==> src/hw/rtl/rrs_pkg.sv <==
`default_nettype none

package rrs_pkg;

	// Coordinate width (8..16); each register half is used in its low CoordBits bits
	localparam int CoordBits     = 16;
	localparam int HalfBits      = 16;
	localparam int RegBits       = 32;
	localparam int ProdBits      = 2 * CoordBits;
	localparam int StepsPerStage = 4;
	localparam int DivStages     = (ProdBits + StepsPerStage - 1) / StepsPerStage;
	localparam int StepBits      = $clog2(ProdBits + StepsPerStage + 1);
	localparam int Lanes         = 4;

	typedef logic [CoordBits-1:0] coord_t;
	typedef logic [ProdBits-1:0]  prod_t;

	typedef enum logic [2:0] {
		RegRotation = 3'd0,
		RegCrtcOrg  = 3'd1,
		RegModeSize = 3'd2,
		RegSrcSize  = 3'd3,
		RegDestOrg  = 3'd4,
		RegDestSize = 3'd5
	} reg_idx_t;

	typedef enum logic [1:0] {
		Ang0   = 2'd0,
		Ang90  = 2'd1,
		Ang180 = 2'd2,
		Ang270 = 2'd3
	} angle_t;

	// rotation_mode bit positions
	localparam int RotReflectX = 2;
	localparam int RotReflectY = 3;
	localparam int RotSelf     = 4;

	// Restoring divider lane: partial remainder and dividend/quotient shift word
	typedef struct packed {
		coord_t rem;
		prod_t  dq;
	} lane_t;

	typedef lane_t lanes_t [Lanes];

	function automatic lane_t div_steps(lane_t a, coord_t d, logic [StepBits-1:0] first);
		logic [CoordBits:0] rr;
		logic [CoordBits:0] diff;
		logic               qb;
		lane_t              t;
		t = a;
		for (int j = 0; j < StepsPerStage; j++) begin
			if (32'(first) + 32'(j) < 32'(ProdBits)) begin
				rr    = {t.rem, t.dq[ProdBits-1]};
				diff  = rr - {1'b0, d};
				qb    = (rr >= {1'b0, d});
				t.dq  = {t.dq[ProdBits-2:0], qb};
				t.rem = qb ? diff[CoordBits-1:0] : rr[CoordBits-1:0];
			end
		end
		return t;
	endfunction

endpackage

`default_nettype wire

==> src/hw/rtl/rrs_div_stage.sv <==
`default_nettype none

// Four restoring-division steps on each of the four lanes (x, y, w, h).
module rrs_div_stage (
	input  wire rrs_pkg::lanes_t                 lanes_a,
	input  wire rrs_pkg::coord_t                 divx,
	input  wire rrs_pkg::coord_t                 divy,
	input  wire logic [rrs_pkg::StepBits-1:0]    first_step,
	output rrs_pkg::lanes_t                      lanes_b
);

	always_comb begin
		for (int i = 0; i < rrs_pkg::Lanes; i++) begin
			lanes_b[i] = rrs_pkg::div_steps(lanes_a[i], (i % 2 == 0) ? divx : divy, first_step);
		end
	end

endmodule

`default_nettype wire
==> config.mk <==
export PLATFORM = sky130hd
export DESIGN_NAME = rrs_div_stage
export DESIGN_NICKNAME = d
export VERILOG_FILES = /design/src/hw/rtl/rrs_pkg.sv /design/src/hw/rtl/rrs_div_stage.sv
export SDC_FILE = /design/constraint.sdc
export NUM_CORES = 1
export LEC_CHECK = 0
export BUFFER_PORTS_ARGS = -buffer_cell sky130_fd_sc_hd__buf_4
export CAP_MARGIN = 15
export CORE_MARGIN = 4
export CORE_UTILIZATION = 30
export DETAILED_ROUTE_END_ITERATION = 10
export PLACE_DENSITY = 0.48
export SLEW_MARGIN = 20
export SYNTH_ARGS = -nofsm -noshare
export SYNTH_HDL_FRONTEND = slang
export SYNTH_SLANG_ARGS = --single-unit
==> constraint.sdc <==
create_clock -name vclk -period 34.7
set_input_delay 3.47 -clock vclk [all_inputs]
set_output_delay 3.47 -clock vclk [all_outputs]
set_load 0.02 [all_outputs]
[Yosys cells after proc, flatten, opt, wreduce, memory -nomap -nowiden]
Index checks and enable logic that the tools add are counted.
Storage, ports and cells
  register bits: 0
  input bits: 230
  output and inout bits: 192
  word-level logic and storage cells: 71
Cells by class
  add/sub/neg operators: 19
  $lt $le $gt $ge: 20
  mux-type cells: 32
Operator list (number)
  $mux W48: 16
  $ge A17 B16 Y1: 16
  $mux W16: 16
  $sub A16 B16 Y16: 16
  $lt A7 B6 Y1 const B: 3
  $add A6 B2 Y7 const B: 2
  $add A6 B1 Y7 const B: 1
  $lt A6 B6 Y1 const B: 1

[Longest topological paths before layout]
  depth in word-level cells: 12
  mapped depth: 52
  mapped depth without buffers: 48

[Worst setup path after synthesis]
OpenSTA, ideal clock, no wires.
  path type: input-to-output
  start point: input port divx[1]
  end point: output port lanes_b[181] (netlist bit)
  data arrival time: 14.325 ns
  required time: 31.230 ns
  setup slack: 16.905 ns
  cell stages on the path: 50
  buffers on the path: 5
  cell sequence: inv_1 > ha_1 > nor2b_4 > o31a_4 > o311a_1 > or3_1 > buf_2 > buf_2 > buf_4 > nor2_1 > a211oi_1 > a21oi_1 > inv_1 > ha_1 > nor2b_1 > o31a_1 > o41ai_2 > a21oi_1 > (+14 left out) > buf_12 > mux2i_1 > nor2_1 > a21oi_1 > ha_1 > nor2b_1 > o21ai_1 > a21boi_1 > o41a_1 > a221o_1 > a221o_1 > o31a_1 > o21ai_0 > o2111ai_2 > a31o_1 > buf_2 > a221oi_1 > a21boi_1
RTL lines
  start: declaration: line rrs_div_stage.sv:6  | input wire rrs_pkg::coord_t divx,
  end: declaration: line rrs_div_stage.sv:9  | output rrs_pkg::lanes_t lanes_b

==> summary.md <==
| Metric | Value |
|---|---|
| Multiplexer share of the synthesized area | 10.68% |
| Initial antenna violation count | 6 |
| Leak | 12.83 nW |
| Pwr Density | 43.68 nW/um^2 |
| Full die area | 85150 sq um |
| Largest family of logic cells by synthesized area | compound AO/OA/AOI/OAI gates |
| Synth top cells by count | nand2_1, a21oi_1, nor2_1 |
| Critical path type | in2out |
| Hold-fix buffers at CTS | 0 |
| Mapped Area | 24160 sq um |
| Area share of and/or/nand/nor cells after synthesis | 24.63% |
| Met2 wire len | 54.91 mm |
| Routed len/inst | 23.12 um |
| Top cells by area, synth | ha_1, mux2i_1, nand2_1, a21oi_1, o21ai_0 |
| Synth Area in Compound Gates | 38.07% |
| Met1 Wirelength | 51.36 mm |
| Critical Path RT | 31.23 ns |
| Area Overhead vs Synth | 16.54% |
| Register area | 0 sq um |
| Final Max Tran Viols | 0 |
| Post-CTS Setup Bufs | 0 |
| Post-CTS sizing | 0 |
| Post-Synth XOR/XNOR Area | 6.198% |
| DRT Pass-1 Iters | 6 |
| Tot Pwr | 1.230 mW |
| Vias in the first global route | 27390 |
| Syn avg cell area | 6.536 sq um |
| Seq Cell Count | 0 |
| First-pass GRT wire length | 171.0 mm |
| Buffers added on ports | 422 |
| Maxcap violations | 0 |
| DRT antenna net count | 0 |
| Pin count of the biggest net entering global routing | 194 |
| Synth warn | 0 |
| Max-slew headroom | 35.17% |
| Initial DRC Count | 2466 |
| Area leader, netlist | ha_1 |
| Hold path startpoint | lanes_a[150] |
| Slew @ Worst Pin | 0.9724 ns |
| Die span in x | 291.8 um |
| Core Area | 79390 sq um |
| Netlist cell types | 124 |
| Top-count cell post-synth | nand2_1 |
| Fillers | 8799 |
| Post-synthesis sequential area ratio | 0% |
| Period utilization | 57.47% |
| Layout cells sized above 1 | 15.70% |
| Final min period | 19.94 ns |
| Synthesized net count | 4199 |
| DRC Markers | 0 |
| RSZ-0062 raised after global routing | no |
| Starting Density | 30.44% |
| Post-Route WL | 115.8 mm |
| Vias per cell | 5.835 |
| Grt ovf | 0 |
| Startpoint Class | primary input |
| CP startpoint | divx[10] |
| Crit-path max FO | 26 |
| All-Layer GR Usage | 25.25% |
| Status | completed |
| CP most frequent cell | a21oi_1 |
| Post-Synth Adder-Cell Area | 14.58% |
| Post-synth top area share | 13.26% |
| Count of final hold-check violations | 0 |
| Final setup fails | 0 |
| Max IR drop VDD | 34.53 uV |
| Metal3 WL | 6.381 mm |
| Setup TNS | 0 ns |
| Max Used Layer | met4 |
| HPWL after DPL | 90.95 mm |
| CP endpoint kind | primary output |
| Top-Level Pins | 422 |
| Cells after Synth | 3697 |
| Worst stage delay on the critical path | 0.76 ns |
| Fmax | 50.15 MHz |
| Row cnt | 103 |
| Die height | 291.8 um |
| GP Congestion | 0.9498 |
| NumNets Final | 4454 |
| Arrival @ worst endpoint | 16.47 ns |
| Routed vias | 29210 |
| Slowest-stage cell, CP | or3_1 |
| CLK BUF | 0 |
| Hold Crit Class | in2out |
## cell usage in the layout, fill, tap and decap left out, drive strengths merged, types with 78 or more instances in the layout
| master | Yosys | layout |
|---|---|---|
| nand2 | 529 | 529 |
| buf | 78 | 461 |
| a21oi | 345 | 345 |
| nor2 | 335 | 335 |
| o21ai | 326 | 326 |
| ha | 256 | 256 |
| mux2i | 203 | 203 |
| inv | 135 | 134 |
| xnor2 | 116 | 116 |
| a31oi | 101 | 101 |
| a21o | 90 | 90 |
| nor3 | 78 | 78 |
## stage by stage
step	hold WS [ns]	cells	setup slack, ns	utilization [%]	cell area, sq um
after CTS	7.376	5000	14.96	35.45	28140
after floorplan	7.203	3697	16.91	-	24160
final	7.375	5006	14.76	35.47	28160
after global placement	7.387	5000	15.23	35.45	28140
after global routing	7.429	5006	13.87	35.47	28160
after detailed placement	7.375	5000	14.98	35.45	28140
## layer usage
metal	GRT usage, %	vias to the layer above
met5	0	-
met4	5.903	0
met1	34.14	13740
li1	-	14330
met3	1.795	118
met2	43.82	1023
## worst max-delay path: cells and delay by family
family	cells	cell delay, ns
AO/OA/AOI/OAI	28	7.95
AND/OR/NAND/NOR	8	1.88
adder cells (fa/ha/maj)	4	1.36
buffers and inverters	6	1.35
multiplexers	2	0.43
## path summary, 6_finish.rpt
path                            to  slack (ns)  cells past startpoint
worst max-delay path  lanes_b[189]       14.76                     48
worst min-delay path  lanes_b[150]        7.37                      4
## final cells by class
class	count	area, sq um	share of cell area [%]
Timing Repair Buffer	461	3493	12.41
Tap cell	1050	1314	4.665
Antenna cell	6	15.01	0.05332
Multi-Input combinational cell	3354	22830	81.07
Inverter	135	508.0	1.804
## cells by family after synthesis
logic type,count (synthesis)
AO/OA/AOI/OAI,1368
AND/OR/NAND/NOR,1293
buffers and inverters,343
adder cells (fa/ha/maj),272
multiplexers,250
XOR/XNOR,171
## power by group
group / switching [mW] / internal, mW / total [mW]
sequential: 0 / 0 / 0
clock: 0 / 0.0000000233 / 0.0000000233
combinational: 0.739 / 0.491 / 1.23
total: 0.739 / 0.491 / 1.23
(Power assumes the default switching activity.)
